File: config.mk
export PLATFORM = sky130hd
export DESIGN_NAME = pge_lane
export DESIGN_NICKNAME = d
export VERILOG_FILES = /design/src/hdl/pixel_graph_edge_weights_unit_macros.svh /design/src/hdl/pge_pkg.sv /design/src/hdl/pge_lane.sv
export SDC_FILE = /design/constraint.sdc
export NUM_CORES = 2
export LEC_CHECK = 0
export ABC_AREA = 1
export BUFFER_PORTS_ARGS = -buffer_cell sky130_fd_sc_hd__buf_2
export CAP_MARGIN = 20
export CORE_MARGIN = 3
export CORE_UTILIZATION = 30
export DETAILED_ROUTE_END_ITERATION = 10
export PLACE_DENSITY = 0.53
export SLEW_MARGIN = 15
export SYNTH_ARGS = -nofsm -noshare
export SYNTH_HDL_FRONTEND = slang
export SYNTH_SLANG_ARGS = --single-unit
File: constraint.sdc
create_clock -name clk -period 9.4 [get_ports clk]
set_input_delay 0.47 -clock clk [delete_from_list [all_inputs] [get_ports clk]]
set_output_delay 0.47 -clock clk [all_outputs]
set_load 0.05 [all_outputs]
File: src/hdl/pixel_graph_edge_weights_unit_macros.svh
// ----------------------------------------------------------------------------
// assertion macros for the pixel graph edge weights unit
// ----------------------------------------------------------------------------
`ifndef PIXEL_GRAPH_EDGE_WEIGHTS_UNIT_MACROS_SVH
`define PIXEL_GRAPH_EDGE_WEIGHTS_UNIT_MACROS_SVH

// same-cycle implication
`define PGE_ASSERT_SAME(lbl, ante, cons, msg) \
    lbl: assert property (@(posedge clk) disable iff (!rst_n) (ante) |-> (cons)) else $error(msg);

// next-cycle implication
`define PGE_ASSERT_NEXT(lbl, ante, cons, msg) \
    lbl: assert property (@(posedge clk) disable iff (!rst_n) (ante) |=> (cons)) else $error(msg);

`endif

File: src/hdl/pge_pkg.sv
`timescale 1ns / 1ps
// ----------------------------------------------------------------------------
// pge_pkg
// shared types and constants of the pixel graph edge weights unit
// ----------------------------------------------------------------------------
package pge_pkg;

    localparam int MAX_WIDTH   = 4096;
    localparam int MAX_BANDS   = 4;
    localparam int SAMPLE_BITS = 16;
    localparam int INDEX_BITS  = 24;
    localparam int NUM_BANDS   = 4;
    localparam int DIST_BITS   = 22;
    localparam int TERM_LIMIT  = 28;

    localparam logic [31:0] TERM_MAX  = 32'h0FFF_FFFF;
    localparam logic [31:0] DIST_MAX  = 32'h003F_FFFF;
    localparam logic [31:0] ROUND_ADD = 32'd1024;

    // configuration register indexes
    localparam logic [2:0] REG_WEIGHT_A    = 3'd0;
    localparam logic [2:0] REG_WEIGHT_B    = 3'd1;
    localparam logic [2:0] REG_WEIGHT_C    = 3'd2;
    localparam logic [2:0] REG_WEIGHT_D    = 3'd3;
    localparam logic [2:0] REG_BANDS_USED  = 3'd4;
    localparam logic [2:0] REG_IMAGE_WIDTH = 3'd5;

    typedef enum logic [2:0] {
        S_IDLE,
        S_READ,
        S_START,
        S_CALC,
        S_LOAD
    } pge_state_t;

    typedef struct packed {
        logic valid;
        logic used;
    } pge_lane_ctl_t;

    typedef struct packed {
        logic busy;
        logic done;
    } pge_merge_st_t;

endpackage

File: src/hdl/pge_lane.sv
`timescale 1ns / 1ps
// ----------------------------------------------------------------------------
// pge_lane
// one band: weighted absolute difference, rounding, saturation and square
// ----------------------------------------------------------------------------
module pge_lane #(
    parameter int SAMPLE_BITS = pge_pkg::SAMPLE_BITS,
    parameter int TERM_BITS   = 22
) (
    input  logic                     clk,
    input  logic                     rst_n,
    input  pge_pkg::pge_lane_ctl_t   ctl,
    input  logic [SAMPLE_BITS-1:0]   cur,
    input  logic [SAMPLE_BITS-1:0]   nbr,
    input  logic [15:0]              weight,
    output logic [2*TERM_BITS-1:0]   sq,
    output logic                     sq_valid
);

    localparam int PROD_W = SAMPLE_BITS + 16;
    localparam int FULL_W = SAMPLE_BITS + 6;

    logic [SAMPLE_BITS-1:0] diff;
    logic [PROD_W-1:0]      prod_reg;
    logic                   v1_reg;
    logic                   used1_reg;
    logic [PROD_W:0]        rnd;
    logic [FULL_W-1:0]      term_full;
    logic [TERM_BITS-1:0]   term;
    logic [2*TERM_BITS-1:0] sq_reg;
    logic                   v2_reg;

    assign diff = (cur > nbr) ? (cur - nbr) : (nbr - cur);

    always_ff @(posedge clk or negedge rst_n)
    begin
        if (!rst_n)
        begin
            v1_reg <= 1'b0;
            v2_reg <= 1'b0;
        end
        else
        begin
            v1_reg <= ctl.valid;
            v2_reg <= v1_reg;
        end
    end

    always_ff @(posedge clk)
    begin
        prod_reg  <= PROD_W'(diff) * PROD_W'(weight);
        used1_reg <= ctl.used;
        sq_reg    <= used1_reg ? (2*TERM_BITS)'(term) * (2*TERM_BITS)'(term)
                               : '0;
    end

    // round half up to 2 fractional bits, then clamp
    always_comb
    begin
        rnd       = {1'b0, prod_reg} + (PROD_W+1)'(pge_pkg::ROUND_ADD);
        term_full = rnd[PROD_W:11];
        if (term_full > FULL_W'(pge_pkg::TERM_MAX))
            term = TERM_BITS'(pge_pkg::TERM_MAX);
        else
            term = TERM_BITS'(term_full);
    end

    assign sq       = sq_reg;
    assign sq_valid = v2_reg;

endmodule

==> run summary <==
status - finished clean
drt via density - 4.67
DRT iter0 DRCs - 1278
Avg Synthesized Cell Area - 7.96 um2
I/O Buffers - 95
CP Capture Type - flip-flop
Post-CTS Repair Setup Buffers - 0
compound-gate portion of the synthesized area - 7.40%
crit path DAT - 8690 ps
Max clock buf depth - 2
XOR/XNOR Fraction of Synth Area - 2.13%
fraction of layout cells with a size suffix above 1 - 6.15%
crit-path max cell delay - 550 ps
global-route wire length before repair - 126 mm
most frequent cell after synthesis - inv_1
unrepaired setup endpoints after global routing - false
CTS Sinks - 68
pin count of the biggest net entering global routing - 37
number of global-route vias before repair - 22800
Crit Path Category - reg2reg
hold-fix buffers at CTS - 1
mux contribution to synthesized area - 0.0382%
Post-Synthesis Cells - 3295
DRC - 0
min-delay src - ctl[1]
Final ANT Viol Nets - 0
highest clock rate - 0.119 GHz
minimum clock period - 8430 ps
synth unique cells - 64
clk slew on worst S/H paths - 70 ps
drt total wl - 77.7 mm
final period utilization - 89.7%
Clock Skew - 14.2 ps
Row Count - 107
Req. time, crit path - 9660 ps
die height - 302 um
simple-gate portion of the synthesized area - 16.5%
diode count - 0
drt wl/cell - 17.2 um
Total Routing Usage GR - 17.7%
DR pass1 iterations - 6
RePlAce Congestion - 0.957
worst rel slew slack - 48.3%
reg2reg path depth - 31
r2r startpoint - prod_reg[10]
Setup TNS Final - 0 ps
Synth top area share - 41.1%
pin slew with the least headroom to its limit - 774 ps
Max Cap Viol - 0
Final Max Slew Viols - 0
CP Launch Point - prod_reg[10]
Worst path slowest cell - fa_1
Ys Warns - 0
H-tree depth - 3
max FFs per register - 43
initial antenna violation count - 0
area share of fa/ha/maj cells after synthesis - 54.9%
CTS root buf - clkbuf_16
clock latency on the worst-skew pair - 380 ps
Die Area - 91000 um2
Initial Utilization - 30.5%
Gates resized, CTS repair - 0
grt ovf - 0
Placed Area - 28100 um2
Synth Cell Area - 26200 um2
hpwl dp - 68.0 mm
Nets - 4256
FF-to-FF setup slack - 970 ps
crit path capture - sq[24]
final hold slack - 201 ps
CTS tree - yes
critical path launch point type - flip-flop
final setup fails - 0
hold crit path type - in2reg
largest family of logic cells by synthesized area - adder cells
Post-synth ARST share - 2.94%
worst-path maximum fanout - 17
Synth Register Bits - 68
Post-synth top cells - inv_1 (861), fa_1 (538), nand2_1 (538), nor2_1 (355), ha_1 (290)
sequential cell area fraction in the yosys report - 5.23%
Top Ports - 97
Core Area - 85900 um2
Post-synth EDFFs - 0
Via Count - 21100
leading area contributor after synthesis - fa_1
final instance area - 28400 um2
Die Wd - 302 um
CTS Buf Count - 9
top cells by area, synth - fa_1 (41%), ha_1 (14%), inv_1 (12%), nand2_1 (7.7%), nor2_1 (5.1%)
FF-to-FF End - sq[24]
Layout Area Growth over Synthesis - 8.27%
top_reg_cell synth - dfxtp_1
final hold vios - 0
[worst min path at each step]
stage / endpoint / slack [ps] / depth (start not counted)
final: v1_reg / 200 / 1
after global routing: v1_reg / 180 / 1
after CTS: v1_reg / 180 / 1
after detailed placement: sq_valid / 260 / 1
after global placement: v1_reg / 260 / 1
after floorplan: sq_valid / 170 / 0
[placed cells by master (no fill, tap or decap), types with 12 or more instances in the layout]
| master | count |
|---|---|
| nand3_1 | 49 |
| conb_1 | 17 |
| buf_2 | 95 |
| xor2_1 | 49 |
| inv_2 | 12 |
| o21ai_0 | 92 |
| inv_1 | 861 |
| dfxtp_1 | 66 |
| a31oi_1 | 16 |
| buf_4 | 26 |
| nor3_1 | 27 |
| ha_1 | 290 |
| nor2_1 | 355 |
| nor4_1 | 13 |
| a21oi_1 | 153 |
| nand2_2 | 18 |
| o21a_1 | 16 |
| fa_1 | 538 |
| nand2_1 | 538 |
[metal layers]
layer | part of all wire, % | GRT usage, % | wire, um
met2 | 49 | 31.3 | 38000
met1 | 45 | 23.5 | 35200
met4 | 1.9 | 3.06 | 1450
met3 | 3.9 | 1.87 | 3020
met5 | 0 | 0 | 0
[metrics by stage]
step           util, %  setup slack, ps  cells
2_1_floorplan        -             2220   3310
3_3_place_gp      32.7              732   4508
3_5_place_dp      32.7              758   4508
4_1_cts           33.0             1070   4525
5_1_grt           33.0              544   4525
6_report          33.0              966   4525
[logic make-up (layout without fill, tap and decap cells)]
group	Yosys count	after routing
AND/OR/NAND/NOR	1048	1048
buffers and inverters	947	1018
adder cells (fa/ha/maj)	828	828
AO/OA/AOI/OAI	341	341
flip-flops	68	68
XOR/XNOR	60	60
other	2	17
multiplexers	1	1
[critical path, delay by kind of cell, from the launching register on]
kind / cells / cell delay (ps)
adder cells (fa/ha/maj): 9 / 3930
AND/OR/NAND/NOR: 10 / 1720
AO/OA/AOI/OAI: 5 / 1560
buffers and inverters: 7 / 740
flip-flops: 1 / 360
[final cells by class]
cell class              instances  area [um2]
fillers                      9329       57500
repair buffers                122         681
multi-input cells            2295       21300
flip-flops and latches         68        1370
well taps                    1144        1430
clock inverters                 6        71.3
inverters                     880        3310
clock buffers                  10         239
Power is not shown: default switching activity piles up to over one toggle a cycle in this logic, so the estimate is an artifact.
