[src/hdl/pixel_graph_edge_weights_unit_macros.svh]
// ----------------------------------------------------------------------------
// assertion macros for the pixel graph edge weights unit
// ----------------------------------------------------------------------------
`ifndef PIXEL_GRAPH_EDGE_WEIGHTS_UNIT_MACROS_SVH
`define PIXEL_GRAPH_EDGE_WEIGHTS_UNIT_MACROS_SVH

// same-cycle implication
`define PGE_ASSERT_SAME(lbl, ante, cons, msg) \
    lbl: assert property (@(posedge clk) disable iff (!rst_n) (ante) |-> (cons)) else $error(msg);

// next-cycle implication
`define PGE_ASSERT_NEXT(lbl, ante, cons, msg) \
    lbl: assert property (@(posedge clk) disable iff (!rst_n) (ante) |=> (cons)) else $error(msg);

`endif

[src/hdl/pge_pkg.sv]
`timescale 1ns / 1ps
// ----------------------------------------------------------------------------
// pge_pkg
// shared types and constants of the pixel graph edge weights unit
// ----------------------------------------------------------------------------
package pge_pkg;

    localparam int MAX_WIDTH   = 4096;
    localparam int MAX_BANDS   = 4;
    localparam int SAMPLE_BITS = 16;
    localparam int INDEX_BITS  = 24;
    localparam int NUM_BANDS   = 4;
    localparam int DIST_BITS   = 22;
    localparam int TERM_LIMIT  = 28;

    localparam logic [31:0] TERM_MAX  = 32'h0FFF_FFFF;
    localparam logic [31:0] DIST_MAX  = 32'h003F_FFFF;
    localparam logic [31:0] ROUND_ADD = 32'd1024;

    // configuration register indexes
    localparam logic [2:0] REG_WEIGHT_A    = 3'd0;
    localparam logic [2:0] REG_WEIGHT_B    = 3'd1;
    localparam logic [2:0] REG_WEIGHT_C    = 3'd2;
    localparam logic [2:0] REG_WEIGHT_D    = 3'd3;
    localparam logic [2:0] REG_BANDS_USED  = 3'd4;
    localparam logic [2:0] REG_IMAGE_WIDTH = 3'd5;

    typedef enum logic [2:0] {
        S_IDLE,
        S_READ,
        S_START,
        S_CALC,
        S_LOAD
    } pge_state_t;

    typedef struct packed {
        logic valid;
        logic used;
    } pge_lane_ctl_t;

    typedef struct packed {
        logic busy;
        logic done;
    } pge_merge_st_t;

endpackage

[src/hdl/pge_merge.sv]
`timescale 1ns / 1ps
// ----------------------------------------------------------------------------
// pge_merge
// sums the lane squares and takes the integer square root, one bit per cycle
// ----------------------------------------------------------------------------
module pge_merge #(
    parameter int TERM_BITS = 22
) (
    input  logic                                          clk,
    input  logic                                          rst_n,
    input  logic                                          in_valid,
    input  logic [pge_pkg::NUM_BANDS-1:0][2*TERM_BITS-1:0] sq,
    output pge_pkg::pge_merge_st_t                        st,
    output logic [pge_pkg::DIST_BITS-1:0]                 root_dist
);

    localparam int SUM_W = 2*TERM_BITS + 2;
    localparam int RW    = TERM_BITS + 1;
    localparam int REM_W = RW + 3;
    localparam int CNT_W = $clog2(RW + 1);

    logic [SUM_W-1:0]                sum_reg, sum_next;
    logic [RW-1:0]                   root_reg, root_next;
    logic [REM_W-1:0]                rem_reg, rem_next;
    logic [CNT_W-1:0]                cnt_reg;
    logic                            busy_reg;
    logic                            done_reg;
    logic [pge_pkg::DIST_BITS-1:0]   dist_reg;
    logic [SUM_W-1:0]                total;
    logic [REM_W-1:0]                rem_sh;
    logic [REM_W-1:0]                trial;

    always_comb
    begin
        total = '0;
        for (int k = 0; k < pge_pkg::NUM_BANDS; k++)
            total = total + SUM_W'(sq[k]);
    end

    // one result bit per step
    always_comb
    begin
        rem_sh   = {rem_reg[RW:0], sum_reg[SUM_W-1 -: 2]};
        trial    = REM_W'({root_reg, 2'b01});
        sum_next = {sum_reg[SUM_W-3:0], 2'b00};
        if (rem_sh >= trial)
        begin
            rem_next  = rem_sh - trial;
            root_next = {root_reg[RW-2:0], 1'b1};
        end
        else
        begin
            rem_next  = rem_sh;
            root_next = {root_reg[RW-2:0], 1'b0};
        end
    end

    always_ff @(posedge clk or negedge rst_n)
    begin
        if (!rst_n)
        begin
            busy_reg <= 1'b0;
            done_reg <= 1'b0;
            cnt_reg  <= '0;
        end
        else
        begin
            done_reg <= 1'b0;
            if (in_valid)
            begin
                busy_reg <= 1'b1;
                cnt_reg  <= CNT_W'(RW);
            end
            else if (busy_reg)
            begin
                cnt_reg <= cnt_reg - 1'b1;
                if (cnt_reg == CNT_W'(1))
                begin
                    busy_reg <= 1'b0;
                    done_reg <= 1'b1;
                end
            end
        end
    end

    always_ff @(posedge clk)
    begin
        if (in_valid)
        begin
            sum_reg  <= total;
            root_reg <= '0;
            rem_reg  <= '0;
        end
        else if (busy_reg)
        begin
            sum_reg  <= sum_next;
            root_reg <= root_next;
            rem_reg  <= rem_next;
            if (cnt_reg == CNT_W'(1))
            begin
                if (64'(root_next) > 64'(pge_pkg::DIST_MAX))
                    dist_reg <= pge_pkg::DIST_BITS'(pge_pkg::DIST_MAX);
                else
                    dist_reg <= pge_pkg::DIST_BITS'(root_next);
            end
        end
    end

    assign st.busy   = busy_reg;
    assign st.done   = done_reg;
    assign root_dist = dist_reg;

endmodule
[config.mk]
export PLATFORM = sky130hd
export DESIGN_NAME = pge_merge
export DESIGN_NICKNAME = d
export VERILOG_FILES = /design/src/hdl/pixel_graph_edge_weights_unit_macros.svh /design/src/hdl/pge_pkg.sv /design/src/hdl/pge_merge.sv
export SDC_FILE = /design/constraint.sdc
export NUM_CORES = 1
export LEC_CHECK = 0
export ABC_CLOCK_PERIOD_IN_PS = 3400
export BUFFER_PORTS_ARGS = -buffer_cell sky130_fd_sc_hd__buf_4
export CAP_MARGIN = 15
export CORE_MARGIN = 2
export CORE_UTILIZATION = 50
export DETAILED_ROUTE_END_ITERATION = 12
export PLACE_DENSITY = 0.8
export SYNTH_ARGS = -nofsm -noshare
export SYNTH_HDL_FRONTEND = slang
export SYNTH_SLANG_ARGS = --single-unit
export TNS_END_PERCENT = 1
[constraint.sdc]
create_clock -name clk -period 3.4 [get_ports clk]
set_input_delay 0.34 -clock clk [delete_from_list [all_inputs] [get_ports clk]]
set_output_delay 0.34 -clock clk [all_outputs]
set_load 0.02 [all_outputs]
==> results of run 1 <==
## power groups by stage
stage               combinational [W]  clock, W  sequential, W
finish                        0.00614   0.00194        0.00227
global route                  0.00684   0.00202        0.00231
CTS                           0.00608   0.00196        0.00227
detailed placement            0.00592         0        0.00228
global placement              0.00579         0        0.00227
floorplan                     0.00417         0        0.00220
## metal layers
metal	up-vias	part of all wire, %	track usage, %	routed length, um
met3	41	4.4	3.16	1110
met4	0	1.7	6.23	422
met2	258	50	39.4	12800
met1	4535	44	28.5	11100
li1	4731	-	-	-
met5	-	0	0	0
## area by class of cell
class                   count  area (um2)
clock buffers              18         439
repair buffers            335        2520
well taps                 280         350
inverters                 283        1060
multi-input cells         803        6990
fillers                  1677        7240
clock inverters            14         198
flip-flops and latches    122        3160
## path summary, 6_finish.rpt
kind                                          start                  endpoint  cells after the start  slack [ns]
min reg2reg                 rem_reg[0]$_SDFFE_PP0P_   rem_reg[0]$_SDFFE_PP0P_                      2        0.48
max in group asynchronous                     rst_n        busy_reg$_DFF_PN0_                      2        2.96
min                                           rst_n        done_reg$_DFF_PN0_                      2        0.31
max                                           sq[1]     sum_reg[31]$_DFFE_PP_                     16       -0.17
min in group clk                            sq[132]  sum_reg[0]$_SDFFCE_PN0P_                      3        0.35
max reg2reg                root_reg[1]$_SDFFE_PP0P_  rem_reg[12]$_SDFFE_PP0P_                     12        0.31
## per-stage QoR
step | util (%) | hold WS [ns]
floorplan | - | 0.0444
global placement | 63.4 | 0.158
detailed placement | 63.4 | 0.160
CTS | 66.8 | 0.311
global route | 67.0 | 0.320
finish | 67.0 | 0.310
## Yosys cell counts (5+ instances only)
master	count
a211oi_1	20
a21o_1	38
a21oi_1	66
a31oi_1	10
and2_1	5
and3_1	9
clkbuf_1	30
dfrtp_1	7
dfxtp_1	47
edfxtp_1	68
fa_1	88
ha_1	72
inv_1	283
mux2_2	35
mux2i_1	40
nand2_1	88
nand2b_1	8
nand3_1	25
nand4_1	8
nor2_1	75
nor2b_1	10
nor3_1	16
o21a_1	5
o21ai_0	38
o21bai_1	14
or3_1	5
xnor2_1	37
xor2_1	24
## worst reg2reg max path, stage by stage, from the launching register on
cell	delay, ns
dfxtp_1	0.35
inv_1	0.08
ha_1	0.35
o21ai_1	0.27
a21oi_2	0.09
o21ai_0	0.28
a21oi_2	0.13
o211ai_2	0.26
a31oi_2	0.17
a21boi_2	0.25
buf_4	0.31
mux2i_1	0.29
a211oi_1	0.11
## what timing repair did
item	in CTS	in global routing
setup buffers	4	1
endpoints found under the hold margin	7	0
resized for setup	18	11
endpoints found under the setup margin	22	24
pin swaps	22	5
hold buffers	1	0
## kinds of logic after synthesis
kind of cell               synth area share (%)
buffers and inverters                      11.2
muxes                                      7.05
and+or+nand+nor                            11.0
xor gates and xnor gates                   4.74
DFF                                        28.0
AOI/OAI and AO/OA                          14.3
adders and majority gates                  23.6
==> flow_summary.ini, run 1 <==
[timing]
fin_crit_sh_pct = 105
final.setup.tns_ns = -1.12
hold_violations = 0
max_freq_mhz = 280
rsz0062_at_grt = true
worst_pin_slew_ns = 1.00
setup_ws_ns = -0.174
max-slew-margin-rel_pct = 33.0
slew_violations = 0
setup-violations-final = 13
min_period_ns = 3.57
fin_skew_ns = 0.00887

[floorplanning]
die_x_um = 154
dieHeight_um = 154
dieArea_mm2 = 0.0237
core_mm2 = 0.0220
row_count = 54
num_io_pins = 203
initial_core_util_pct = 51.3

[clocking]
cts_tree = yes
cts_max_path_buffers = 2
cts_inserted_buffers = 17
clk_pin_slew_ns = 0.06
clock-sinks = 122
htreeDepth = 4
root_buffer = clkbuf_16
clk_latency_ns = 0.42

[critical_path]
cp-start-kind = primary input
max_stage_delay_ns = 0.49
crit_arrival_ns = 3.75
crit_chain = buf_4 > inv_1 > fa_1 > fa_1 > inv_1 > ha_2 > fa_2 > a21oi_2 > o22ai_2 > o211ai_1 > a211oi_2 > or2_4 > a21o_1 > buf_4 > xor2_1 > mux2_2
cp.buffers_inverters = 4
crit_slowest_cell = fa_1
worstSetupEndpointType = register
critical_path.top_delay_family = adder cells
required_ns = 3.57
critPathKind = primary input to register
path_max_fanout = 2

[power]
p_comb_share_pct = 59.3
finalPower_w = 0.0103
power.internal_w = 0.00644
ir_drop_mv = 0.486
clkPwrFrac_pct = 18.7
switching_share_pct = 37.7
power_density_mw_per_mm2 = 703
seqPwrFrac_pct = 21.9
switchingPower_w = 0.00391
power.leakage_nw = 7.63

[placement]
dpl.hpwl_um = 19900
portBuffers = 202
dp_cells = 1817
post-place-ws_ns = -0.682
placed_area_mm2 = 0.0139
gp_congestion = 0.878

[finish]
fin_cells = 1855
largest_reg_flops = 46
final_common_cell = buf_4
syn_to_final_growth_pct = 30.7
fin_area_mm2 = 0.0147
layout_common_cells = 332 x buf_4, 279 x inv_1, 88 x nand2_1, 87 x fa_1, 74 x nor2_1
drive_gt1_share_pct = 28.4
diodes = 0
nNetsFinal = 1901

[global_route]
antenna_found_initial = 0
grt_pass1_vias = 9778
track_usage_pct = 22.3
grt_max_degree = 69
grt_pass1_wl_um = 43900
grt_overflow_total = 0

[logic_synthesis]
synth_top_area_share_pct = 18.1
synth.largest_area_cell = edfxtp_1
synth_warnings = 0
synthTopCellsByArea = edfxtp_1 18%, fa_1 16%, inv_1 9.4%
synth_enable_flop_cells = 68
synthFlopType = edfxtp_1
ys_types = 69
syn-instance-count = 1250
avgSynthCellArea_um2 = 9.01
syn_nets = 1589
yosysSeqAreaShare_pct = 28.0
synth.cell_area_mm2 = 0.0113
ys_ff_latch = 122
async_flop_share_pct = 5.74

[run]
maxCapViolations = 0

[detailed_routing]
dr.pass1.iters = 6
vias = 9565
drt-total-wl_um = 25500
wire_per_inst_um = 13.7
drcViolationCount = 0
detail-route-antenna-nets = 0
drtIter0Drc = 475
vias_per_cell = 5.16

[outcome]
run_status = finished, violations left
violations = negative setup slack

[hold_path]
holdCritPathClass = primary input to asynchronous set/reset pin
No activity file was read; power rests on OpenSTA's default activity.
==> run 2, diff against run 1 <==
--- a/config.mk
+++ b/config.mk
@@ -10,6 +10,7 @@
 export CAP_MARGIN = 15
 export CORE_MARGIN = 2
 export CORE_UTILIZATION = 50
+export CTS_BUF_LIST = sky130_fd_sc_hd__clkbuf_4
 export DETAILED_ROUTE_END_ITERATION = 12
 export PLACE_DENSITY = 0.8
 export SYNTH_ARGS = -nofsm -noshare
==> flow_summary.ini, run 2 (synthesis gave the netlist of run 1 again) <==
[outcome]
run_status = finished, violations left
violations = negative setup slack

[critical_path]
cp-start-kind = primary input
crit_slowest_cell = fa_1
path_max_fanout = 3
required_ns = 3.70
path_depth = 16
crit_chain = buf_4 > inv_2 > fa_1 > fa_1 > inv_1 > ha_2 > buf_4 > a211oi_4 > o21ai_1 > o211a_1 > a21o_4 > a21oi_4 > o211ai_2 > a32oi_2 > mux2i_1 > or4_1
max_stage_delay_ns = 0.52
worstReg2RegStart = root_reg[1]$_SDFFE_PP0P_
startpoint = sq[1]
critPathKind = primary input to register
crit_arrival_ns = 3.74
reg2reg_depth = 12
critical_path.top_delay_family = compound AO/OA/AOI/OAI gates
worstSetupEndpointType = register
cp.buffers_inverters = 4

[global_route]
grt_overflow_total = 0
grt_pass1_vias = 9598
track_usage_pct = 21.7
grt_pass1_wl_um = 43000
grt_max_degree = 69
antenna_found_initial = 1

[clocking]
clk_pin_slew_ns = 0.12
clk_latency_ns = 0.55
htreeDepth = 4
cts_max_path_buffers = 2
root_buffer = clkbuf_4
cts_inserted_buffers = 17
clock-sinks = 122
cts_tree = yes

[timing]
fin_crit_sh_pct = 101
final.setup.tns_ns = -0.0547
rsz0062_at_grt = true
fin_skew_ns = 0.0151
setup-violations-final = 4
min_period_ns = 3.44
slew_violations = 0
max-slew-margin-rel_pct = 34.4
worst_pin_slew_ns = 0.982
hold_violations = 0
setup_ws_ns = -0.0387
max_freq_mhz = 291

[finish]
largest_reg_flops = 46
post-route-util_pct = 65.3
drive_gt1_share_pct = 27.8
layout_common_cells = 330 x buf_4, 279 x inv_1, 88 x nand2_1, 87 x fa_1, 75 x nor2_1
final_common_cell = buf_4
nNetsFinal = 1897
fin_cells = 1852
syn_to_final_growth_pct = 27.3

[floorplanning]
dieArea_mm2 = 0.0237
dieHeight_um = 154
initial_core_util_pct = 51.3
row_count = 54
num_io_pins = 203
die_x_um = 154
core_mm2 = 0.0220

[detailed_routing]
drt-total-wl_um = 24700
dr.pass1.iters = 7
route.met2.wl_um = 12300
drcViolationCount = 0
detail-route-antenna-nets = 0
drtIter0Drc = 470
met1_length_um = 10800
vias = 9475
wl_met3_um = 1170
vias_per_cell = 5.12
highest_layer = met4
wire_per_inst_um = 13.4

[placement]
portBuffers = 202
gp_congestion = 0.878
dpl.hpwl_um = 19900
dp_cells = 1817

[power]
power_density_mw_per_mm2 = 660
power.leakage_nw = 7.46
ir_drop_mv = 0.348

[hold_path]
holdCritPathClass = primary input to asynchronous set/reset pin

[run]
maxCapViolations = 0
## run 2: layout make-up
type / count / area [um2]
fill: 1732 / 7630
multi-input combinational: 803 / 6940
sequential: 122 / 3160
timing repair buffer: 331 / 2490
inverter: 283 / 1060
tap: 280 / 350
clock inverter: 15 / 201
clock buffer: 17 / 128
antenna: 1 / 2.50
## run 2: final timing paths
path                                                 end  slack, ns
worst max register to register   rem_reg[3]$_SDFFE_PP0P_       0.36
worst min-delay path              cnt_reg[0]$_DFFE_PN0P_       0.17
worst min register to register   rem_reg[0]$_SDFFE_PP0P_       0.49
max in group asynchronous             busy_reg$_DFF_PN0_       3.10
min in group clk                sum_reg[0]$_SDFFCE_PN0P_       0.22
worst max-delay path               sum_reg[42]$_DFFE_PP_      -0.04
## run 2: repair_timing
item                       in CTS  in global routing
hold endpoints to repair        7                  0
gates cloned                    0                  0
gates resized for setup         5                 13
setup buffers                   0                  1
pin swaps                       6                  6
setup endpoints to repair       9                 22
hold buffers                    1                  0
## run 2: report_power, final
part | switching [W] | leakage, nW | internal [W]
clock network | 0.000591 | 0.169 | 0.000583
logic | 0.00295 | 6.14 | 0.00307
registers | 0.000194 | 1.16 | 0.00207
total | 0.00373 | 7.46 | 0.00572
## run 2: worst register-to-register path: stages (launching register included)
cell and delay [ns]:
dfxtp_1 0.37, inv_1 0.08, ha_1 0.35, o21ai_1 0.27, a21oi_2 0.09, o21ai_0 0.28
a21oi_2 0.13, o211ai_2 0.26, a31oi_2 0.17, a21boi_2 0.25, buf_4 0.31, mux2i_1 0.25
a211oi_1 0.09
## run 2: layer usage
metal,track usage [%],vias to the layer above
met1,28.2,4469
li1,-,4717
met2,38.0,255
met3,3.55,34
met5,0,-
met4,5.38,0
## run 2: through the flow
| step | total power [W] | hold slack (ns) | worst slack, ns | instance area (um2) |
|---|---|---|---|---|
| 3_3_place_gp | 0.00806 | 0.158 | -0.648 | 13900 |
| 2_1_floorplan | 0.00637 | 0.0444 | -0.375 | 11300 |
| 6_report | 0.00945 | 0.165 | -0.0387 | 14300 |
| 4_1_cts | 0.00943 | 0.141 | -0.0477 | 14300 |
| 5_1_grt | 0.0103 | 0.120 | -0.146 | 14300 |
| 3_5_place_dp | 0.00819 | 0.160 | -0.682 | 13900 |
